==> src/rtl/b32td_pkg.sv <==
// ----------------------------------------------------------------------------
// Base32 tolerant decoder package
// Transfer types shared by the decoder and its checkers, and the character
// classification function used by the decoder.
// ----------------------------------------------------------------------------
package b32td_pkg;

  // One input transfer: a raw character and the end-of-string mark.
  typedef struct packed {
    logic [7:0] char_in;
    logic       last_char;
  } in_t;

  // One result transfer.
  typedef struct packed {
    logic [7:0] data_byte;
    logic       byte_valid;
    logic       decode_error;
    logic       end_of_string;
  } out_t;

  typedef enum logic [1:0] {
    CHAR_SYMBOL,
    CHAR_SKIP,
    CHAR_INVALID
  } char_kind_e;

  typedef struct packed {
    char_kind_e kind;
    logic [4:0] value;
  } char_class_t;

  localparam logic [7:0] ChNbsp   = 8'hA0;
  localparam logic [7:0] ChTab    = 8'h09;
  localparam logic [7:0] ChLf     = 8'h0A;
  localparam logic [7:0] ChCr     = 8'h0D;
  localparam logic [7:0] ChPad    = 8'h3D;
  localparam logic [7:0] ChZero   = 8'h30;
  localparam logic [7:0] ChUpperO = 8'h4F;
  localparam logic [7:0] ChOne    = 8'h31;
  localparam logic [7:0] ChUpperL = 8'h4C;
  localparam logic [7:0] ChEight  = 8'h38;
  localparam logic [7:0] ChUpperB = 8'h42;

  localparam logic [3:0] AccBits  = 4'd12;
  localparam logic [3:0] ByteBits = 4'd8;

  // Classifies one character after mistype repair and returns its 5-bit value.
  function automatic char_class_t classify_char(logic [7:0] c);
    char_class_t res;
    logic [7:0]  fixed;
    res.kind  = CHAR_INVALID;
    res.value = '0;
    case (c)
      ChZero:  fixed = ChUpperO;
      ChOne:   fixed = ChUpperL;
      ChEight: fixed = ChUpperB;
      default: fixed = c;
    endcase
    case (c)
      ChNbsp, ChTab, ChLf, ChCr, ChPad: res.kind = CHAR_SKIP;
      default: begin
        if (fixed inside {[8'h41:8'h5A], [8'h61:8'h7A]}) begin
          res.kind  = CHAR_SYMBOL;
          res.value = fixed[4:0] - 5'd1;
        end else if (fixed inside {[8'h32:8'h37]}) begin
          res.kind  = CHAR_SYMBOL;
          res.value = fixed[4:0] + 5'd8;
        end
      end
    endcase
    return res;
  endfunction

endpackage

==> src/rtl/base32_tolerant_decoder.sv <==
// ----------------------------------------------------------------------------
// Base32 tolerant decoder
// Decodes base32 characters into bytes, one character a cycle while ready.
// ----------------------------------------------------------------------------
// The decoder takes one character per transfer and can accept a new one in
// every clock cycle while in_ready_o is high, and every result is registered
// before it shows on the output. Only a character that completes a byte, or
// the character marked last, produces a result transfer; skipped characters,
// invalid characters and symbols that do not yet fill a byte are absorbed
// silently. Tab, LF, CR, '=' and 0xA0 are skipped, and '0', '1' and '8' are
// read as 'O', 'L' and 'B'. An invalid character sets decode_error for the
// rest of the string and every later character up to the last one is
// dropped; bytes already sent cannot be recalled, so the consumer must watch
// the flag. The last character always gives a result with end_of_string set,
// leftover bits are discarded and the decoder starts clean on the next
// string. Stalls are absorbed by the output register and a one-entry skid
// register behind it: the input stays ready until both are full, which
// happens when the consumer holds off out_ready_i while a result is
// waiting and another character produces a result; the input then stays
// blocked until the consumer takes the waiting result.
// ----------------------------------------------------------------------------
module base32_tolerant_decoder (
  input  logic             clk_i,
  input  logic             rst_ni,
  input  logic             in_valid_i,
  output logic             in_ready_o,
  input  b32td_pkg::in_t   in_data_i,
  output logic             out_valid_o,
  input  logic             out_ready_i,
  output b32td_pkg::out_t  out_data_o
);
  import b32td_pkg::*;

  // Decoder state.
  logic [11:0] acc_q, acc_d;
  logic [3:0]  bits_q, bits_d;
  logic        err_q, err_d;

  // Output register and skid register.
  out_t out_q, out_d;
  logic out_valid_q, out_valid_d;
  out_t skid_q, skid_d;
  logic skid_valid_q, skid_valid_d;

  logic        in_fire;
  logic        pop;
  char_class_t cls;
  logic [11:0] acc_shift;
  logic [4:0]  bits_sum;
  logic [3:0]  bits_sat;
  logic [2:0]  byte_pos;
  logic [11:0] acc_aligned;
  logic        have_byte;
  logic        err_now;
  logic        res_valid;
  out_t        res;

  // The skid register is free whenever it is empty, so a new character is
  // taken even while the output register waits for the consumer.
  assign in_ready_o  = !skid_valid_q;
  assign in_fire     = in_valid_i && in_ready_o;
  assign pop         = out_valid_q && out_ready_i;
  assign out_valid_o = out_valid_q;
  assign out_data_o  = out_q;

  // Per-character decode: classify, shift five bits in, and pull out a byte
  // once eight or more bits are held.
  always_comb begin
    cls         = classify_char(in_data_i.char_in);
    acc_shift   = {acc_q[6:0], cls.value};
    bits_sum    = {1'b0, bits_q} + 5'd5;
    bits_sat    = (bits_sum > {1'b0, AccBits}) ? AccBits : bits_sum[3:0];
    byte_pos    = 3'(bits_sat - ByteBits);
    acc_aligned = acc_shift >> byte_pos;
    have_byte   = !err_q && (cls.kind == CHAR_SYMBOL) && (bits_sat >= ByteBits);
    err_now     = err_q || (cls.kind == CHAR_INVALID);

    acc_d  = acc_q;
    bits_d = bits_q;
    err_d  = err_q;
    if (in_fire) begin
      if (!err_q) begin
        case (cls.kind)
          CHAR_INVALID: err_d = 1'b1;
          CHAR_SYMBOL: begin
            acc_d  = acc_shift;
            bits_d = have_byte ? (bits_sat - ByteBits) : bits_sat;
          end
          default: ;
        endcase
      end
      // The end of a string clears everything, leftover bits included.
      if (in_data_i.last_char) begin
        acc_d  = '0;
        bits_d = '0;
        err_d  = 1'b0;
      end
    end

    res_valid         = have_byte || in_data_i.last_char;
    res.data_byte     = have_byte ? acc_aligned[7:0] : 8'h00;
    res.byte_valid    = have_byte;
    res.decode_error  = err_now;
    res.end_of_string = in_data_i.last_char;
  end

  // Output register with skid: the skid entry always holds the younger
  // result, and it moves forward as soon as the output register drains.
  always_comb begin
    out_d        = out_q;
    out_valid_d  = out_valid_q;
    skid_d       = skid_q;
    skid_valid_d = skid_valid_q;
    if (pop) begin
      out_valid_d = 1'b0;
      if (skid_valid_q) begin
        out_d        = skid_q;
        out_valid_d  = 1'b1;
        skid_valid_d = 1'b0;
      end
    end
    if (in_fire && res_valid) begin
      if (!out_valid_d) begin
        out_d       = res;
        out_valid_d = 1'b1;
      end else begin
        skid_d       = res;
        skid_valid_d = 1'b1;
      end
    end
  end

  always_ff @(posedge clk_i or negedge rst_ni) begin
    if (!rst_ni) begin
      acc_q        <= '0;
      bits_q       <= '0;
      err_q        <= 1'b0;
      out_valid_q  <= 1'b0;
      skid_valid_q <= 1'b0;
    end else begin
      acc_q        <= acc_d;
      bits_q       <= bits_d;
      err_q        <= err_d;
      out_valid_q  <= out_valid_d;
      skid_valid_q <= skid_valid_d;
    end
  end

  always_ff @(posedge clk_i) begin
    out_q  <= out_d;
    skid_q <= skid_d;
  end

endmodule

==> config.mk <==
export PLATFORM = sky130hd
export DESIGN_NAME = base32_tolerant_decoder
export DESIGN_NICKNAME = d
export VERILOG_FILES = /design/src/rtl/b32td_pkg.sv /design/src/rtl/base32_tolerant_decoder.sv
export SDC_FILE = /design/constraint.sdc
export NUM_CORES = 1
export LEC_CHECK = 0
export ABC_AREA = 0
export BUFFER_PORTS_ARGS = -buffer_cell sky130_fd_sc_hd__buf_4
export CORE_AREA = 4 4 72 74
export CTS_BUF_LIST = sky130_fd_sc_hd__clkbuf_2 sky130_fd_sc_hd__clkbuf_4 sky130_fd_sc_hd__clkbuf_8
export CTS_CLUSTER_SIZE = 8
export DETAILED_ROUTE_END_ITERATION = 7
export DIE_AREA = 0 0 76 78
export GPL_TIMING_DRIVEN = 1
export PLACE_DENSITY_LB_ADDON = 0.2
export SLEW_MARGIN = 20
export SYNTH_ARGS = -nofsm -noshare
export SYNTH_HDL_FRONTEND = slang
export SYNTH_SLANG_ARGS = --single-unit
==> constraint.sdc <==
create_clock -name clk_i -period 2.1 [get_ports clk_i]
set_clock_uncertainty 0.05 [all_clocks]
set_input_delay 0.315 -clock clk_i [delete_from_list [all_inputs] [get_ports clk_i]]
set_output_delay 0.315 -clock clk_i [all_outputs]
set_load 0.02 [all_outputs]
# Yosys cells after proc, flatten, opt, wreduce, memory -nomap -nowiden
# Index checks and enable logic that the tools add are counted.
# word_totals
inputBits	13
output_inout_bits	13
wordCells	81
register_bits	36
# classes
add_sub_neg	4
n_mux	27
n_lt_le_gt_ge	8
eq_ne	10
n_reduce_logical	18
shifts	1
# op_table
cell	count
two-way mux 11 bit	4
two-way mux 7 bit	5
equality test 8 x 6 -> 1 bit (second input constant)	4
equality test 8 x 4 -> 1 bit (second input constant)	3
one-hot mux 8 bit (3 select lines)	1
two-way mux 4 bit	5
>= comparator 8 x 7 -> 1 bit (second input constant)	2
less-or-equal comparator 8 x 7 -> 1 bit (second input constant)	2
right shift 12 x 3 -> 8 bit	1
two-way mux 1 bit	9
equality test 8 bit (second input constant)	1
>= comparator 8 x 6 -> 1 bit (second input constant)	1
less-or-equal comparator 8 x 6 -> 1 bit (second input constant)	1
logical AND 1 bit	8
two-way mux 8 bit	1
adder 4 x 3 -> 5 bit (second input constant)	1
adder 5 x 4 -> 5 bit (second input constant)	1
greater-than comparator 5 x 4 -> 1 bit (second input constant)	1
two-way mux 5 bit	1
OR reduction 5 bit	1
subtractor 5 x 1 -> 5 bit (second input constant)	1
>= comparator 4 bit (second input constant)	1
nonzero test 2 bit	2
subtractor 4 bit (second input constant)	1
other kinds (8)	10

# Logic depth before layout (Yosys ltp)
# depth
ltp_word	14
mapped_depth	18

# Least setup slack after synthesis
# Ideal clock, no wire load.
# synth_path
path_type	in2reg
start	in in_data_i[8] in the netlist's numbering
end	reg skid_q[0] in the netlist's numbering, enable pin
arrival_ns	3.052
path_slack_ns	-1.380
setup_ns	0.378
cell_stages	14
cell_sequence	and4bb_2 clkbuf_1 nand2_1 mux2_2 inv_1 ha_1 nand3_1 and3_4 buf_6 or3_4 inv_2 or2_4 nand2_1 nor2_1
# synth_via
elab_chain_len	13
word_cells_on_any_way	29
# synth_rtl
element	line	rtl
start: declaration	base32_tolerant_decoder.sv:27	input b32td_pkg::in_t in_data_i,
equality test 8 x 6 -> 1 bit	b32td_pkg.sv:54	case (c)
one-hot mux 8 bit (3 select lines)	b32td_pkg.sv:54	
>= comparator 8 x 7 -> 1 bit, or another cell as far along	b32td_pkg.sv:63	if (fixed inside {[8'h41:8'h5A], [8'h61:8'h7A]}) begin
logical AND 1 bit, on equally long branches	b32td_pkg.sv:63, b32td_pkg.sv:66	
nonzero test 2 bit or two-way mux 7 bit (tied branches)	b32td_pkg.sv:63, b32td_pkg.sv:66	
two-way mux 7 bit	b32td_pkg.sv:63	
two-way mux 2 bit (*)	b32td_pkg.sv:60	case (c)
zero test 2 bit (*)	base32_tolerant_decoder.sv:75	have_byte = !err_q && (cls.kind == CHAR_SYMBOL) && (bits_sat >= ByteBits);
logical AND 1 bit (*) (2 in series)	base32_tolerant_decoder.sv:75	
net have_byte	base32_tolerant_decoder.sv:53	logic have_byte;
logical OR 1 bit (*)	base32_tolerant_decoder.sv:100	res_valid = have_byte || in_data_i.last_char;
logical AND 1 bit (*)	base32_tolerant_decoder.sv:122	if (in_fire && res_valid) begin
AND reduction 2 bit (no source line) (*)	n/a	
end signal: assignment	base32_tolerant_decoder.sv:151	skid_q <= skid_d;
end: declaration	base32_tolerant_decoder.sv:42	out_t skid_q, skid_d;
# Mark *: on every way through the listed nets, which the timed path passes. The rest lies on a longest branch.
# A chain may end at the register's enable or synchronous reset.

# Worst setup path after layout
# layout_path
start	in in_data_i[7] in the netlist's numbering
end	reg skid_q[5] in the netlist's numbering, enable pin
# The elaborated chain is that of the path after synthesis.

==> results.sh <==
export IMPL_outcome="finished with violations"
export IMPL_violations="negative setup slack"
export IMPL_nets=391
export IMPL_synth_nets=291
export IMPL_tightest_slew_ps=431
export IMPL_dr_pass1_iters=4
export IMPL_drv_slew=0
export IMPL_wirelength_um=7960
export IMPL_drc_errors=0
export IMPL_synth_edf_count=11
export IMPL_min_path_type="in2reg"
export IMPL_rsz0062_at_grt="yes"
export IMPL_dieArea_um2=5930
export IMPL_grt_busiest_layer="met2"
export IMPL_final_common_cell="buf_4"
export IMPL_wl_per_cell_um=18.6
export IMPL_post_place_cells=404
export IMPL_slew_headroom_pct=70.9
export IMPL_yosys_cell_types_count=62
export IMPL_htreeDepth=2
export IMPL_ant_nets=0
export IMPL_place_hpwl_um=4930
export IMPL_ys_ff_latch=36
export IMPL_drv_cap=0
export IMPL_crit_type="in2reg"
export IMPL_met3_usage_pct=3.83
export IMPL_overflow=0
export IMPL_cts_root_buffer="clkbuf_8"
export IMPL_cp_num_buf_inv=5
export IMPL_reg2reg_to="skid_q[4]"
export IMPL_max_stage_delay_ps=360
export IMPL_worstPathArrival_ps=2620
export IMPL_pwr_share_seq_pct=29.1
export IMPL_crit_path_end_kind="flip-flop"
export IMPL_ys_async_sr_fraction_pct=38.9
export IMPL_die_h_um=78
export IMPL_p_per_area_nw_per_um2=955
export IMPL_critical_path_startpoint="in_data_i[7]"
export IMPL_grt_max_degree=23
export IMPL_fin_cells=429
export IMPL_setup_violations_final=44
export IMPL_clkTransAtPathRegs_ps=70
export IMPL_cp_depth=15
export IMPL_final_cell_mix="buf_4 (97), nand2_1 (25), nor2_1 (21)"
export IMPL_cp_start_kind="input port"
export IMPL_hold_viol=0
export IMPL_leakage_nw=1.64
export IMPL_diodes=0
export IMPL_hold_slack_ps=160
export IMPL_period_needed_ps=2660
export IMPL_p_int_w=0.00213
export IMPL_use_met2_pct=42.3
export IMPL_power_total_w=0.00357
export IMPL_synth_top_area_share_pct=14.2
export IMPL_clockBufferDepth=2
export IMPL_reg2reg_depth=11
export IMPL_p_comb_share_pct=53.5
export IMPL_worst_path_dominant_cell_family="simple AND/OR/NAND/NOR gates"
export IMPL_vias=2578
export IMPL_cts_buffers=5
export IMPL_area_delta_synth_final_pct=51.7
export IMPL_avgSynthCellArea_um2=8.99
export IMPL_cp_required_ps=2060
export IMPL_clkSinkCount=36
export IMPL_start_util_pct=53.6
export IMPL_place_congestion=0.915
export IMPL_rrSetupSlack_ps=-390
export IMPL_path_cells="buf_6 -> and4bb_2 -> nand2_4 -> mux2_4 -> buf_4 -> inv_4 -> ha_4 -> nand3_4 -> and3_4 -> or3_4 -> inv_4 -> or2_4 -> nand2_4 -> nor2_4 -> buf_12"
export IMPL_max_freq_ghz=0.376
export IMPL_hp_start="out_ready_i"
export IMPL_via_per_inst=6.01
export IMPL_worstReg2RegStart="bits_q[0]"
export IMPL_cp_slowest_cell="or3_4"
export IMPL_synthCells=274
export IMPL_clockPowerShare_pct=17.4
export IMPL_syn_area_um2=2460
export IMPL_core_um2=4600
export IMPL_ys_warn_count=0
export IMPL_yosysSeqAreaShare_pct=36.6
export IMPL_final_area_um2=3740
export IMPL_fin_crit_sh_pct=127
export IMPL_met1_usage_pct=27.7
export IMPL_place_area_um2=3230
export IMPL_rows=25
export IMPL_grt_first_pass_wirelength_um=11500
export IMPL_yosys_top_cells_area="dfrtp_1 (14%), edfxtp_1 (13%), dfxtp_1 (8.9%)"
export IMPL_cp_max_fo=11
export IMPL_yosysTopAreaCell="dfrtp_1"
export IMPL_layout_drive_gt1_share_pct=47.5
export IMPL_dr_first_iter_drc_count=202
export IMPL_num_io_pins=26
export IMPL_p_sw_w=0.00144
export IMPL_io_buffers=25
export IMPL_crit_end="skid_q[5]"
export IMPL_clock_latency_ps=290
export IMPL_synth_ff_type="dfrtp_1"
export IMPL_vdd_drop_max_uv=448
export IMPL_grt_pass1_vias=2427
export IMPL_fp_dieW_um=76
export IMPL_fin_ws_ps=-560
export IMPL_switching_share_pct=40.4
export IMPL_grt_antenna_before_repair=0
export IMPL_cts_tree="yes"
export IMPL_grtUsageTotal_pct=24.0
## layout make-up
cell class,count,area [um2]
multi-input combinational,213,1710
timing repair buffer,110,907
sequential,36,901
fill,274,862
clock buffer,5,68.8
tap,54,67.6
clock inverter,3,42.5
inverter,8,35.0
## how the worst min path moves through the flow
stage,cells past startpoint,end
global route,2,skid_valid_q
floorplan,0,acc_q[0]
CTS,2,skid_valid_q
global placement,1,bits_q[1]
finish,2,skid_valid_q
detailed placement,1,bits_q[0]
## sequential cells by signal, summed over array words and instances, names as in the netlist
register	cells
acc_q	7
skid_valid_q	1
skid_q	11
err_q	1
out_data_o	11
out_valid_o	1
bits_q	4
## per-layer routing
metal / vias to the layer above / part of all wire (%) / wire, um
li1: 1197 / - / -
met1: 1241 / 37 / 2950
met2: 104 / 53 / 4230
met3: 36 / 4.9 / 390
met4: 0 / 5.0 / 395
met5: - / 0 / 0
## power by group through the flow
stage	Clock [W]	Sequential [W]	Combinational, W
global placement	0	0.00103	0.00152
global route	0.000648	0.00106	0.00202
finish	0.000620	0.00104	0.00191
detailed placement	0	0.00104	0.00156
CTS	0.000615	0.00103	0.00168
floorplan	0	0.00116	0.000784
## synthesized netlist by cell type, types with 2 or more instances
master,instances
nand2_1,28
ha_1,4
o21ai_1,3
or2_4,2
nand4b_1,2
a31oi_1,6
a22o_1,8
or3_1,4
nor2b_1,5
o311ai_0,2
edfxtp_1,11
buf_2,3
mux2_2,5
mux2i_1,17
a21oi_1,20
xor2_1,3
nand3_1,6
buf_6,3
nor2_1,30
o21ai_0,8
a211oi_1,2
xnor2_1,2
nand4_1,2
dfrtp_1,14
o32ai_1,2
dfxtp_1,11
buf_4,2
clkbuf_1,8
o31ai_1,3
inv_1,7
o21a_1,2
nand2b_1,7
and2_1,6
nor3_1,8
## what timing repair did
action | 4_1_cts | 5_1_grt
resized for setup | 26 | 33
setup buffers | 9 | 10
setup endpoints to repair | 45 | 46
hold buffers | 1 | 0
pin swaps | 8 | 11
endpoints found under the hold margin | 14 | 0
## kinds of logic after synthesis
group | count (synthesis) | synth area share [%]
fa+ha+maj | 4 | 2.03
simple gates | 109 | 23.4
mux | 22 | 9.20
flops | 36 | 36.6
buf+inv | 25 | 5.18
xor+xnor | 5 | 1.78
compound gates | 73 | 21.9
## metrics by stage
step           TNS [ps]  setup slack, ps  util (%)
3_5_place_dp     -30090             -835      70.3
6_report         -17630             -560      81.3
3_3_place_gp     -26960             -760      70.3
2_1_floorplan    -28580             -856         -
4_1_cts          -13800             -471      76.5
5_1_grt          -21220             -626      81.3
## worst register-to-register path, stage by stage, from the launching register on
cell and delay (ps):
dfrtp_1 390, ha_1 220, nor3_1 210, xnor2_1 160, and2_1 310, buf_4 230
nand2_1 80, o21ai_1 200, nand2_1 130, o21ai_2 100, buf_4 140, nor2_1 30
Power figures use the tool's default switching activity.
